File: src/rtl/lcdim_pkg.sv
`default_nettype none

package lcdim_pkg;

  // Default crossfade length in refreshes (the fade itself runs one more).
  localparam int FADE_STEPS_DEF = 256;

  // Narrow operand of the shared multiply-divide unit, and the quotient width
  // that covers every product/divisor pair used by the sequencer.
  localparam int OPA_W = 8;
  localparam int Q_W   = 11;

  // Operation codes of the input item.
  localparam logic [1:0] OP_TICK       = 2'd0;
  localparam logic [1:0] OP_SET_TEMP   = 2'd1;
  localparam logic [1:0] OP_SET_BRIGHT = 2'd2;

  // Color and brightness constants.
  localparam logic [7:0] LEVEL_FULL    = 8'hFF;
  localparam logic [7:0] WHITE_BASE    = 8'd50;
  localparam logic [7:0] TEMP_SPAN_MUL = 8'd205;
  localparam logic [7:0] DIV_BY_255    = 8'd255;
  localparam logic [7:0] RAMP_DIV      = 8'd128;
  localparam logic [7:0] RAMP_FULL     = 8'd128;
  localparam logic [7:0] RAMP_INC      = 8'd4;
  localparam int         KELVIN_MUL    = 2000;
  localparam int         KELVIN_W      = $clog2(KELVIN_MUL + 1);
  localparam logic [12:0] KELVIN_BASE  = 13'd3000;

  // Reset values: target color for setting 128, and its color temperature.
  localparam int          RST_SETTING = 128;
  localparam int          RST_SPAN    = RST_SETTING * 205 / 255;
  localparam logic [7:0]  RST_WHITE   = 8'(50 + RST_SPAN);
  localparam logic [7:0]  RST_YELLOW  = 8'(255 - RST_SPAN);
  localparam logic [12:0] RST_KELVIN  = 13'(3000 + RST_SETTING * 2000 / 255);

  // Refresh timer intervals in ms.
  localparam logic [6:0] RST_INTERVAL  = 7'd100;
  localparam logic [6:0] FADE_INTERVAL = 7'd2;
  localparam logic [6:0] IDLE_INTERVAL = 7'd1;

  typedef struct packed {
    logic [1:0] operation;
    logic [7:0] value;
  } lcdim_in_t;

  typedef struct packed {
    logic [7:0]  night_duty;
    logic [7:0]  white_duty;
    logic [7:0]  yellow_duty;
    logic        fading;
    logic        ramping;
    logic [7:0]  target_brightness;
    logic [12:0] color_temp_kelvin;
  } lcdim_out_t;

  // Status of the multiply-divide unit as seen by the sequencer.
  typedef struct packed {
    logic busy;
    logic done;
    logic rem_nz;
  } lcdim_md_stat_t;

  typedef enum logic [1:0] {
    MD_IDLE,
    MD_MUL,
    MD_DIV
  } lcdim_md_state_t;

  typedef enum logic [2:0] {
    ST_IDLE,
    ST_RAMP,
    ST_TIMER,
    ST_FADE,
    ST_DUTY,
    ST_TEMP,
    ST_KELVIN,
    ST_DONE
  } lcdim_state_t;

endpackage

`default_nettype wire

File: src/rtl/lcdim_muldiv.sv
`default_nettype none

// Bit-serial floor(opa * opb / divisor): shift-add multiply one multiplier
// bit per cycle, then restoring division one quotient bit per cycle.
module lcdim_muldiv #(
  parameter int MUL_W = 11,
  parameter int DIV_W = 9
) (
  input  wire logic                          clk,
  input  wire logic                          rst_n,
  input  wire logic                          start,
  input  wire logic [lcdim_pkg::OPA_W-1:0]   opa,
  input  wire logic [MUL_W-1:0]              opb,
  input  wire logic [DIV_W-1:0]              divisor,
  output logic      [lcdim_pkg::Q_W-1:0]     quot,
  output lcdim_pkg::lcdim_md_stat_t          stat
);
  import lcdim_pkg::*;

  localparam int PROD_W = OPA_W + MUL_W;
  localparam int CNT_W  = $clog2(PROD_W + 1);

  lcdim_md_state_t   md_state_r, md_state_nxt;
  logic [CNT_W-1:0]  cnt_r, cnt_nxt;
  logic [PROD_W-1:0] acc_r, acc_nxt;
  logic [OPA_W-1:0]  a_r, a_nxt;
  logic [MUL_W-1:0]  b_r, b_nxt;
  logic [DIV_W-1:0]  d_r, d_nxt;
  logic [DIV_W-1:0]  rem_r, rem_nxt;
  logic              done_r, done_nxt;
  logic [DIV_W:0]    trial;
  logic [DIV_W:0]    diff;
  logic              ge;

  assign trial = {rem_r, acc_r[PROD_W-1]};
  assign diff  = trial - {1'b0, d_r};
  assign ge    = (trial >= {1'b0, d_r});

  always_comb begin
    md_state_nxt = md_state_r;
    case (md_state_r)
      MD_IDLE: begin
        if (start) begin
          md_state_nxt = MD_MUL;
        end
      end
      MD_MUL: begin
        if (cnt_r == CNT_W'(1)) begin
          md_state_nxt = MD_DIV;
        end
      end
      MD_DIV: begin
        if (cnt_r == CNT_W'(1)) begin
          md_state_nxt = MD_IDLE;
        end
      end
      default: md_state_nxt = MD_IDLE;
    endcase
  end

  always_comb begin
    cnt_nxt  = cnt_r;
    acc_nxt  = acc_r;
    a_nxt    = a_r;
    b_nxt    = b_r;
    d_nxt    = d_r;
    rem_nxt  = rem_r;
    done_nxt = 1'b0;
    case (md_state_r)
      MD_IDLE: begin
        if (start) begin
          a_nxt   = opa;
          b_nxt   = opb;
          d_nxt   = divisor;
          acc_nxt = '0;
          rem_nxt = '0;
          cnt_nxt = CNT_W'(MUL_W);
        end
      end
      MD_MUL: begin
        acc_nxt = {acc_r[PROD_W-2:0], 1'b0} + (b_r[MUL_W-1] ? PROD_W'(a_r) : '0);
        b_nxt   = {b_r[MUL_W-2:0], 1'b0};
        cnt_nxt = (cnt_r == CNT_W'(1)) ? CNT_W'(PROD_W) : cnt_r - 1'b1;
      end
      MD_DIV: begin
        // dividend bits leave at the top, quotient bits enter at the bottom
        rem_nxt  = ge ? diff[DIV_W-1:0] : trial[DIV_W-1:0];
        acc_nxt  = {acc_r[PROD_W-2:0], ge};
        cnt_nxt  = cnt_r - 1'b1;
        done_nxt = (cnt_r == CNT_W'(1));
      end
      default: ;
    endcase
  end

  always_ff @(posedge clk) begin
    if (!rst_n) begin
      md_state_r <= MD_IDLE;
      cnt_r      <= '0;
      done_r     <= 1'b0;
    end else begin
      md_state_r <= md_state_nxt;
      cnt_r      <= cnt_nxt;
      done_r     <= done_nxt;
    end
  end

  always_ff @(posedge clk) begin
    acc_r <= acc_nxt;
    a_r   <= a_nxt;
    b_r   <= b_nxt;
    d_r   <= d_nxt;
    rem_r <= rem_nxt;
  end

  assign quot        = acc_r[Q_W-1:0];
  assign stat.busy   = (md_state_r != MD_IDLE);
  assign stat.done   = done_r;
  assign stat.rem_nz = |rem_r;

endmodule

`default_nettype wire

File: src/rtl/lamp_crossfade_dimmer_top.sv
// Work: a tick runs 3 to 7 products on the shared multiply-divide unit, a temperature
//   set 2 products, a brightness set or no-op none.
// Throughput: one item at a time; the serial multiply-divide unit sets the rate.
// The result register lets the next item in while a result still waits.
// Reset (rst_n low, synchronous): levels dark, fade toward setting 128 armed.
`default_nettype none

module lamp_crossfade_dimmer_top #(
  parameter int FADE_STEPS = lcdim_pkg::FADE_STEPS_DEF
) (
  input  wire logic                 clk,
  input  wire logic                 rst_n,
  input  wire logic                 in_valid,
  output logic                      in_stall,
  input  wire lcdim_pkg::lcdim_in_t in_data,
  output logic                      out_valid,
  input  wire logic                 out_stall,
  output lcdim_pkg::lcdim_out_t     out_data
);
  import lcdim_pkg::*;

  // fade step counter holds 0..FADE_STEPS; unit widths cover every operand
  localparam int FS_W  = $clog2(FADE_STEPS + 1);
  localparam int MUL_W = (FS_W > KELVIN_W) ? FS_W : KELVIN_W;
  localparam int DIV_W = (FS_W > 8) ? FS_W : 8;

  lcdim_state_t state_r, state_nxt;
  logic [1:0]   ch_r;        // channel being worked: 0 night, 1 white, 2 yellow
  logic         pend_r;      // product in flight on the unit
  logic [7:0]   value_r;

  logic [7:0]   level_r [3];
  logic [7:0]   fstart_r [3];
  logic [7:0]   ftgt_r [3];
  logic [FS_W-1:0] fade_step_r;
  logic         fade_active_r;
  logic [6:0]   elapsed_r;
  logic [6:0]   interval_r;
  logic [7:0]   ramp_start_r;
  logic [7:0]   ramp_tgt_r;
  logic [7:0]   ramp_step_r;
  logic         ramp_active_r;
  logic [7:0]   bright_r;
  logic [7:0]   duty_r [3];
  logic [12:0]  kelvin_r;
  logic         out_valid_r;
  lcdim_out_t   out_data_r;

  logic         in_acc;
  logic         out_load;

  // multiply-divide unit hookup
  logic              md_start;
  logic [OPA_W-1:0]  md_a;
  logic [MUL_W-1:0]  md_b;
  logic [DIV_W-1:0]  md_d;
  logic [Q_W-1:0]    md_quot;
  lcdim_md_stat_t    md_stat;

  // ramp helpers
  logic       r_neg;
  logic [7:0] r_mag;
  logic [7:0] r_stp;
  logic [7:0] r_level;
  logic [8:0] r_step_inc;

  // fade helpers
  logic [7:0] f_a;
  logic [7:0] f_b;
  logic       f_neg;
  logic [7:0] f_mag;
  logic [7:0] f_level;

  // refresh timer
  logic [7:0] elap_inc;
  logic [6:0] limit;
  logic       refresh;

  assign in_acc   = in_valid && !in_stall;
  assign out_load = (state_r == ST_DONE) && (!out_valid_r || !out_stall);

  assign r_neg      = (ramp_tgt_r < ramp_start_r);
  assign r_mag      = r_neg ? (ramp_start_r - ramp_tgt_r) : (ramp_tgt_r - ramp_start_r);
  assign r_stp      = (ramp_step_r > RAMP_FULL) ? RAMP_FULL : ramp_step_r;
  // negative steps round toward minus infinity: add one if anything was left over
  assign r_level    = r_neg ? (ramp_start_r - md_quot[7:0] - {7'd0, md_stat.rem_nz})
                            : (ramp_start_r + md_quot[7:0]);
  assign r_step_inc = {1'b0, ramp_step_r} + {1'b0, RAMP_INC};

  assign f_a     = fstart_r[ch_r];
  assign f_b     = ftgt_r[ch_r];
  assign f_neg   = (f_b < f_a);
  assign f_mag   = f_neg ? (f_a - f_b) : (f_b - f_a);
  // fade quotient truncates toward zero, so the sign goes on after the divide
  assign f_level = f_neg ? (f_a - md_quot[7:0]) : (f_a + md_quot[7:0]);

  assign elap_inc = {1'b0, elapsed_r} + 8'd1;
  assign limit    = (interval_r == 7'd0) ? IDLE_INTERVAL : interval_r;
  assign refresh  = (elap_inc >= {1'b0, limit});

  // next state
  always_comb begin
    state_nxt = state_r;
    case (state_r)
      ST_IDLE: begin
        if (in_acc) begin
          case (in_data.operation)
            OP_TICK:     state_nxt = ramp_active_r ? ST_RAMP : ST_TIMER;
            OP_SET_TEMP: state_nxt = ST_TEMP;
            default:     state_nxt = ST_DONE;
          endcase
        end
      end
      ST_RAMP: begin
        if (md_stat.done) begin
          state_nxt = ST_TIMER;
        end
      end
      ST_TIMER: begin
        state_nxt = (refresh && fade_active_r) ? ST_FADE : ST_DUTY;
      end
      ST_FADE: begin
        if (md_stat.done && ch_r == 2'd2) begin
          state_nxt = ST_DUTY;
        end
      end
      ST_DUTY: begin
        if (md_stat.done && ch_r == 2'd2) begin
          state_nxt = ST_DONE;
        end
      end
      ST_TEMP: begin
        if (md_stat.done) begin
          state_nxt = ST_KELVIN;
        end
      end
      ST_KELVIN: begin
        if (md_stat.done) begin
          state_nxt = ST_DONE;
        end
      end
      ST_DONE: begin
        if (out_load) begin
          state_nxt = ST_IDLE;
        end
      end
      default: state_nxt = ST_IDLE;
    endcase
  end

  // outputs of the sequencer: unit launch and operand select
  always_comb begin
    md_start = 1'b0;
    md_a     = '0;
    md_b     = '0;
    md_d     = DIV_W'(DIV_BY_255);
    in_stall = (state_r != ST_IDLE);
    case (state_r)
      ST_RAMP: begin
        md_start = !pend_r;
        md_a     = r_mag;
        md_b     = MUL_W'(r_stp);
        md_d     = DIV_W'(RAMP_DIV);
      end
      ST_FADE: begin
        md_start = !pend_r;
        md_a     = f_mag;
        md_b     = MUL_W'(fade_step_r);
        md_d     = DIV_W'(FADE_STEPS);
      end
      ST_DUTY: begin
        md_start = !pend_r;
        md_a     = level_r[ch_r];
        md_b     = MUL_W'(bright_r);
      end
      ST_TEMP: begin
        md_start = !pend_r;
        md_a     = value_r;
        md_b     = MUL_W'(TEMP_SPAN_MUL);
      end
      ST_KELVIN: begin
        md_start = !pend_r;
        md_a     = value_r;
        md_b     = MUL_W'(KELVIN_MUL);
      end
      default: ;
    endcase
  end

  lcdim_muldiv #(
    .MUL_W (MUL_W),
    .DIV_W (DIV_W)
  ) u_muldiv (
    .clk     (clk),
    .rst_n   (rst_n),
    .start   (md_start),
    .opa     (md_a),
    .opb     (md_b),
    .divisor (md_d),
    .quot    (md_quot),
    .stat    (md_stat)
  );

  always_ff @(posedge clk) begin
    if (!rst_n) begin
      state_r       <= ST_IDLE;
      ch_r          <= 2'd0;
      pend_r        <= 1'b0;
      for (int k = 0; k < 3; k++) begin
        level_r[k]  <= 8'd0;
        fstart_r[k] <= 8'd0;
        duty_r[k]   <= 8'd0;
      end
      ftgt_r[0]     <= LEVEL_FULL;
      ftgt_r[1]     <= RST_WHITE;
      ftgt_r[2]     <= RST_YELLOW;
      fade_step_r   <= '0;
      fade_active_r <= 1'b1;
      elapsed_r     <= 7'd0;
      interval_r    <= RST_INTERVAL;
      ramp_start_r  <= 8'd0;
      ramp_tgt_r    <= 8'd0;
      ramp_step_r   <= 8'd0;
      ramp_active_r <= 1'b1;
      bright_r      <= 8'd0;
      kelvin_r      <= RST_KELVIN;
      out_valid_r   <= 1'b0;
    end else begin
      state_r <= state_nxt;

      if (md_start) begin
        pend_r <= 1'b1;
      end else if (md_stat.done) begin
        pend_r <= 1'b0;
      end

      if (out_load) begin
        out_valid_r <= 1'b1;
      end else if (!out_stall) begin
        out_valid_r <= 1'b0;
      end

      case (state_r)
        ST_IDLE: begin
          if (in_acc && in_data.operation == OP_SET_BRIGHT) begin
            ramp_start_r  <= ramp_tgt_r;
            ramp_tgt_r    <= in_data.value;
            ramp_active_r <= 1'b1;
            ramp_step_r   <= 8'd0;
          end
        end
        ST_RAMP: begin
          if (md_stat.done) begin
            bright_r    <= r_level;
            ramp_step_r <= r_step_inc[7:0];
            if (r_step_inc > {1'b0, RAMP_FULL}) begin
              ramp_active_r <= 1'b0;
            end
          end
        end
        ST_TIMER: begin
          if (refresh) begin
            elapsed_r <= 7'd0;
            if (fade_active_r) begin
              interval_r <= FADE_INTERVAL;
            end else begin
              interval_r <= IDLE_INTERVAL;
              for (int k = 0; k < 3; k++) begin
                level_r[k] <= ftgt_r[k];
              end
            end
          end else begin
            elapsed_r <= elap_inc[6:0];
          end
        end
        ST_FADE: begin
          if (md_stat.done) begin
            level_r[ch_r] <= f_level;
            if (ch_r == 2'd2) begin
              ch_r <= 2'd0;
              // last step holds the count at the end and closes the fade
              if (fade_step_r >= FS_W'(FADE_STEPS)) begin
                fade_active_r <= 1'b0;
              end else begin
                fade_step_r <= fade_step_r + 1'b1;
              end
            end else begin
              ch_r <= ch_r + 2'd1;
            end
          end
        end
        ST_DUTY: begin
          if (md_stat.done) begin
            duty_r[ch_r] <= md_quot[7:0];
            ch_r         <= (ch_r == 2'd2) ? 2'd0 : ch_r + 2'd1;
          end
        end
        ST_TEMP: begin
          if (md_stat.done) begin
            ftgt_r[0]     <= LEVEL_FULL;
            ftgt_r[1]     <= WHITE_BASE + md_quot[7:0];
            ftgt_r[2]     <= LEVEL_FULL - md_quot[7:0];
            for (int k = 0; k < 3; k++) begin
              fstart_r[k] <= level_r[k];
            end
            fade_active_r <= 1'b1;
            fade_step_r   <= '0;
          end
        end
        ST_KELVIN: begin
          if (md_stat.done) begin
            kelvin_r <= KELVIN_BASE + 13'(md_quot);
          end
        end
        default: ;
      endcase
    end
  end

  // value is only needed for the temperature products
  always_ff @(posedge clk) begin
    if (in_acc) begin
      value_r <= in_data.value;
    end
  end

  always_ff @(posedge clk) begin
    if (out_load) begin
      out_data_r.night_duty        <= duty_r[0];
      out_data_r.white_duty        <= duty_r[1];
      out_data_r.yellow_duty       <= duty_r[2];
      out_data_r.fading            <= fade_active_r;
      out_data_r.ramping           <= ramp_active_r;
      out_data_r.target_brightness <= ramp_tgt_r;
      out_data_r.color_temp_kelvin <= kelvin_r;
    end
  end

  assign out_valid = out_valid_r;
  assign out_data  = out_data_r;

  a_fade_step_bound: assert property (@(posedge clk) disable iff (!rst_n)
    fade_step_r <= FS_W'(FADE_STEPS))
    else $error("fade step past end of crossfade");

  a_ramp_end: assert property (@(posedge clk) disable iff (!rst_n)
    !ramp_active_r |-> ramp_step_r > RAMP_FULL)
    else $error("ramp closed before full step");

  a_done_pending: assert property (@(posedge clk) disable iff (!rst_n)
    md_stat.done |-> pend_r)
    else $error("unit result with no product in flight");

  a_start_idle: assert property (@(posedge clk) disable iff (!rst_n)
    md_start |-> !md_stat.busy)
    else $error("product launched on busy unit");

  a_out_from_done: assert property (@(posedge clk) disable iff (!rst_n)
    $rose(out_valid_r) |-> $past(state_r == ST_DONE))
    else $error("result shown outside the publish step");

endmodule

`default_nettype wire

File: config.mk
export PLATFORM = sky130hd
export DESIGN_NAME = lamp_crossfade_dimmer_top
export DESIGN_NICKNAME = d
export VERILOG_FILES = /design/src/rtl/lcdim_pkg.sv /design/src/rtl/lcdim_muldiv.sv /design/src/rtl/lamp_crossfade_dimmer_top.sv
export SDC_FILE = /design/constraint.sdc
export NUM_CORES = 1
export LEC_CHECK = 0
export BUFFER_PORTS_ARGS = -buffer_cell sky130_fd_sc_hd__buf_2
export CAP_MARGIN = 20
export CORE_UTILIZATION = 40
export DETAILED_ROUTE_END_ITERATION = 10
export PLACE_DENSITY = 0.62
export REMOVE_ABC_BUFFERS = 1
export SYNTH_ARGS = -nofsm -noshare
export SYNTH_HDL_FRONTEND = slang
export SYNTH_HIERARCHICAL = 1
export SYNTH_SLANG_ARGS = --single-unit
export TNS_END_PERCENT = 30
File: constraint.sdc
create_clock -name clk -period 4.8 [get_ports clk]
set_clock_uncertainty 0.15 [all_clocks]
set_input_delay 0.72 -clock clk [delete_from_list [all_inputs] [get_ports clk]]
set_output_delay 0.72 -clock clk [all_outputs]
set_load 0.05 [all_outputs]
After elaboration in Yosys (flattened, before gate mapping)
Memories as Yosys holds them, arrays and structs flattened. A register that Yosys moved wholly into a read port is not among the register bits.
Index checks and enable logic that the tools add are counted.
{"block": "op_classes", "eq_ne": 30, "n_lt_le_gt_ge": 7, "reduce_logical": 43, "addsub": 19, "n_bitwise": 9, "muxes": 97}
{"op": "two-way mux 8 bit", "count": 19}
{"op": "case mux 19 bit (3 select lines)", "count": 1}
{"op": "case mux 11 bit (5 select lines)", "count": 1}
{"op": "two-way mux 9 bit", "count": 6}
{"op": "case mux 9 bit (2 select lines)", "count": 3}
{"op": "subtractor 8 bit", "count": 6}
{"op": "case mux 8 bit (4 select lines)", "count": 1}
{"op": "two-way mux 1 bit", "count": 30}
{"op": "two-way mux 2 bit", "count": 14}
{"op": "two-way mux 3 bit", "count": 8}
{"op": "case mux 3 bit (8 select lines)", "count": 1}
{"op": "case mux 11 bit (2 select lines)", "count": 1}
{"op": "!= test 2 bit (second input constant)", "count": 10}
{"op": "AND reduction 2 bit", "count": 10}
{"op": "adder 19 bit", "count": 1}
{"op": "two-way mux 19 bit", "count": 1}
{"op": "adder 8 bit", "count": 2}
{"op": "< comparator 8 bit", "count": 2}
{"op": "case mux 8 bit (2 select lines)", "count": 1}
{"op": "OR reduction 8 bit", "count": 2}
{"op": "case mux 5 bit (3 select lines)", "count": 1}
{"op": "two-way mux 7 bit", "count": 2}
{"op": "!= test 2 x 1 -> 1 bit (second input constant)", "count": 7}
{"op": "adder 12 x 11 -> 13 bit (first input constant)", "count": 1}
{"op": "other kinds (41)", "count": 74}
{"block": "totals", "out_inout_bits": 49, "mem_count": 4, "register_bits": 172, "elab_cells": 236, "ram_bits": 96, "input_bits": 14}
{"memory": "duty_r", "words": 3, "width": 8, "read_ports": 3, "rd_ports_with_merged_regs": 3, "wr": 3, "line": "lamp_crossfade_dimmer_top.sv:44", "text": "logic [7:0] duty_r [3];"}
{"memory": "fstart_r", "words": 3, "width": 8, "read_ports": 1, "rd_ports_with_merged_regs": 1, "wr": 3, "line": "lamp_crossfade_dimmer_top.sv:33", "text": "logic [7:0] fstart_r [3];"}
{"memory": "ftgt_r", "words": 3, "width": 8, "read_ports": 4, "rd_ports_with_merged_regs": 1, "wr": 3, "line": "lamp_crossfade_dimmer_top.sv:34", "text": "logic [7:0] ftgt_r [3];"}
{"memory": "level_r", "words": 3, "width": 8, "read_ports": 4, "rd_ports_with_merged_regs": 1, "wr": 3, "line": "lamp_crossfade_dimmer_top.sv:32", "text": "logic [7:0] level_r [3];"}

Depth between registers and ports, before layout
{"block": "logic_depth", "word_depth": 9, "ltp_mapped": 21, "depth_no_buf": 18}

By module
The synthesis kept the hierarchy.
{"mod": "lamp_crossfade_dimmer_top", "cells_each": 1150, "instances": 1, "area_per_inst_um2": 12110.4, "seq_area_each_um2": 5965.7}
{"mod": "lcdim_muldiv", "cells_each": 366, "instances": 1, "area_per_inst_um2": 3822.4, "seq_area_each_um2": 1841.8}

Worst setup path after synthesis
OpenSTA, ideal clock, no wires.
{"block": "synth_timing", "kind": "register to register", "startpoint": "register (tool-made name)", "endpoint": "memory level_r[1][7], data pin", "setup_ps": 256, "arrival_ps": 4346, "t_required_ps": 4394, "n_path_buf": 3, "period_less_slack_ps": 4753, "setup_slack_ps": 47, "stages_incl_launch_ff": 21, "cell_sequence": "dfxtp_1 -> buf_2 -> buf_1 -> mux2i_1 -> o21a_1 -> inv_1 -> ha_1 -> fa_1 -> nand2b_1 -> a21oi_1 -> o22ai_4 -> buf_2 -> o21ai_0 -> ha_1 -> a21o_1 -> a21oi_1 -> o21bai_1 -> a21oi_1 -> o21ai_0 -> xnor2_1 -> a22o_1"}
{"element": "to (decl)", "line": "lamp_crossfade_dimmer_top.sv:32"}

==> metrics <==
leakage power=7.180 nW; Die Area=0.04063 mm²; most common cell after layout, fill and taps aside=edfxtp_1; Fmax=0.2222 GHz; vias per cell=5.538; Die Height=201.6 µm; DIE WIDTH=201.6 µm; WP data required=4950 ps; part of the Yosys area used for sequential elements=49.00%; Core Region=0.03901 mm²; Slew HR=29.77%; initial antenna violation count=1; cts hold-fix bufs=0; final-stage net count=1688; most frequent cells in the layout=206 x edfxtp_1, 162 x nand2_1, 100 x inv_1; WP data arrival=4650 ps; Avg WL per Cell=19.45 µm; Worst-Skew Late Latency=560 ps; Reg clk slew, reported paths=70 ps; CTS Buf Count=35; Initial Util=40.85%; cell area after layout=0.01812 mm²; Internal=6.089 mW; vias in the first global route=11200; Setup violations, final=0; peak supply drop=336.3 µV; Post-Syn Area per Cell=10.51 µm²; clock network fraction of total power=30.1%; DR vias=11730; Flop pwr share=35.6%; nature of the critical path startpoint=flop; Worst Setup Path Type=reg2reg; Fillers=3559; synth-to-layout area growth=13.75%; Reg area=0.007811 mm²; Pre-Repair DR Iteration Count=6; Final ANT Viol Nets=0; Multi-input gate area=0.007390 mm²; Worst Hold Class=in2reg; DP Area=0.01684 mm²; cells after synthesis=1516; crit path capture type=flop; Final Max Tran Viols=0; # clock sinks=287; final setup TNS=0 ps; crit-path max FO=16; Ys Warns=6; synthesized cell area=0.01593 mm²; I/O Buffers=62; Synth cell types=81; post-synth top area cell=edfxtp_1; GRT overflow=0; Post-synth EDFFs=206; Comb pwr share=34.3%; outcome=finished, final reports clean; Clock Root Buffer=clkbuf_16; ranking of synthesized cells by area=edfxtp_1 39%, dfxtp_1 10%, ha_1 7.3%; unrepaired setup endpoints after global routing=false; Final min period=4500 ps; Remaining DRCs=0; switching share of power=36.61%; Hold Vio Cnt, Final=0; number of synthesized register bits=287; gp weighted congestion=0.9372; GRT Total Usage=20.38%; largest net degree at the start of global routing=58; Detailed Route WL=41190 µm; Post-DP HPWL=29290 µm; CTS tree=built; max_cap viols=0; worst-margin pin slew=1053 ps; Clock Path Buffers=3; fin crit share=93.75%; ys async rst share=0%; Synth top area share=38.83%; power per standard cell area=529.9 mW/mm²; share of cells above drive strength 1=13.52%; H-tree Lvls=2; IO Pins=63; global-route wire length before repair=64140 µm; ys flop type=edfxtp_1; initial DRC count=849; P_sw=3.516 mW; row count=72
[final cells by class]
class                   instances  share of cell area (%)
flip-flops and latches        287                   43.10
multi-input cells            1046                   40.77
clock buffers                  45                   5.668
well taps                     518                   3.576
repair buffers                 98                   3.341
inverters                     103                   2.133
clock inverters                19                   1.395
diodes                          1                 0.01381
[power by group through the flow]
stage | Clock, mW | Combinational (mW) | Sequential [mW]
2_1_floorplan | 0 | 2.14 | 3.50
3_3_place_gp | 0 | 3.21 | 3.46
3_5_place_dp | 0 | 3.24 | 3.46
4_1_cts | 2.95 | 3.27 | 3.42
5_1_grt | 3.04 | 3.63 | 3.46
6_report | 2.89 | 3.29 | 3.42
[state kept, by name (all words and copies together) (netlist names), 9 cells and up, named ones only]
signal	cells
fade_step_r	9
duty_r	24
u_muldiv/acc_r	19
u_muldiv/d_r	9
out_data	47
u_muldiv/rem_r	9
u_muldiv/b_r	11
fstart_r	24
kelvin_r	13
ftgt_r	15
level_r	32
[per-layer routing]
| layer | track usage, % | up-vias | share of wire [%] |
|---|---|---|---|
| li1 | - | 5614 | - |
| met1 | 27.51 | 5652 | 44 |
| met2 | 32.33 | 400 | 45 |
| met3 | 4.681 | 59 | 8.2 |
| met4 | 6.412 | 0 | 2.5 |
| met5 | 0 | - | 0 |
[critical path, stage by stage (launching register included)]
cell	delay (ps)
dfxtp_2	430
inv_1	180
nand2_2	180
o22ai_1	120
ha_1	250
fa_1	400
nand2b_1	180
a21oi_1	260
o22ai_4	120
buf_4	220
nor2b_1	160
xnor2_1	120
ha_1	320
a21oi_1	260
o21bai_1	100
a21oi_1	220
o21ai_0	140
xnor2_1	190
a22o_1	230
[synthesized netlist by cell type, types with 20 or more instances]
| cell | count |
|---|---|
| o21ai_0 | 85 |
| a22o_1 | 22 |
| nor2_1 | 62 |
| mux2i_1 | 29 |
| nor2b_1 | 20 |
| and3_1 | 38 |
| inv_1 | 100 |
| a21o_1 | 20 |
| a21oi_1 | 85 |
| a21boi_0 | 33 |
| and2_1 | 35 |
| edfxtp_1 | 206 |
| nand2_1 | 164 |
| clkbuf_1 | 50 |
| xnor2_1 | 41 |
| ha_1 | 93 |
| nand3_1 | 32 |
| dfxtp_1 | 81 |
[what timing repair did]
action	CTS	global route
buffers inserted	0	0
setup endpoints to repair	0	11
gates resized for setup	0	4
[kinds of logic after synthesis]
kind of cell | share of synthesized area [%]
simple gates | 14.11
compound gates | 16.20
buf+inv | 4.743
fa+ha+maj | 8.560
xor+xnor | 3.298
mux | 4.084
flops | 49.00
[worst paths after layout]
| kind | startpoint | endpoint | slack (ps) | cells past startpoint |
|---|---|---|---|---|
| worst max-delay path | flop | level_r[2][7]$_DFFE_PP_ | 300 | 18 |
| worst min register to register | duty_r[0][4]$_SDFFCE_PN0P_ | out_data[43]$_DFFE_PP_ | 270 | 0 |
| worst max register to register | flop | level_r[2][7]$_DFFE_PP_ | 300 | 18 |
| worst min-delay path | in_data[2] | value_r[2]$_DFFE_PP_ | 230 | 1 |
[through the flow]
step                utilization [%]  std cells  power, mW  setup slack, ps  hold WS [ps]
finish                        46.46       2117      9.604            300.1         231.5
global route                  46.46       2116      10.13            74.65         218.1
CTS                           46.44       2116      9.639            82.50         207.7
detailed placement            43.16       2052      6.709            139.8         256.3
global placement              43.11       2051      6.664            305.1         255.9
floorplan                         -       1436      5.641            203.3         250.3
Power figures use the tool's default switching activity.
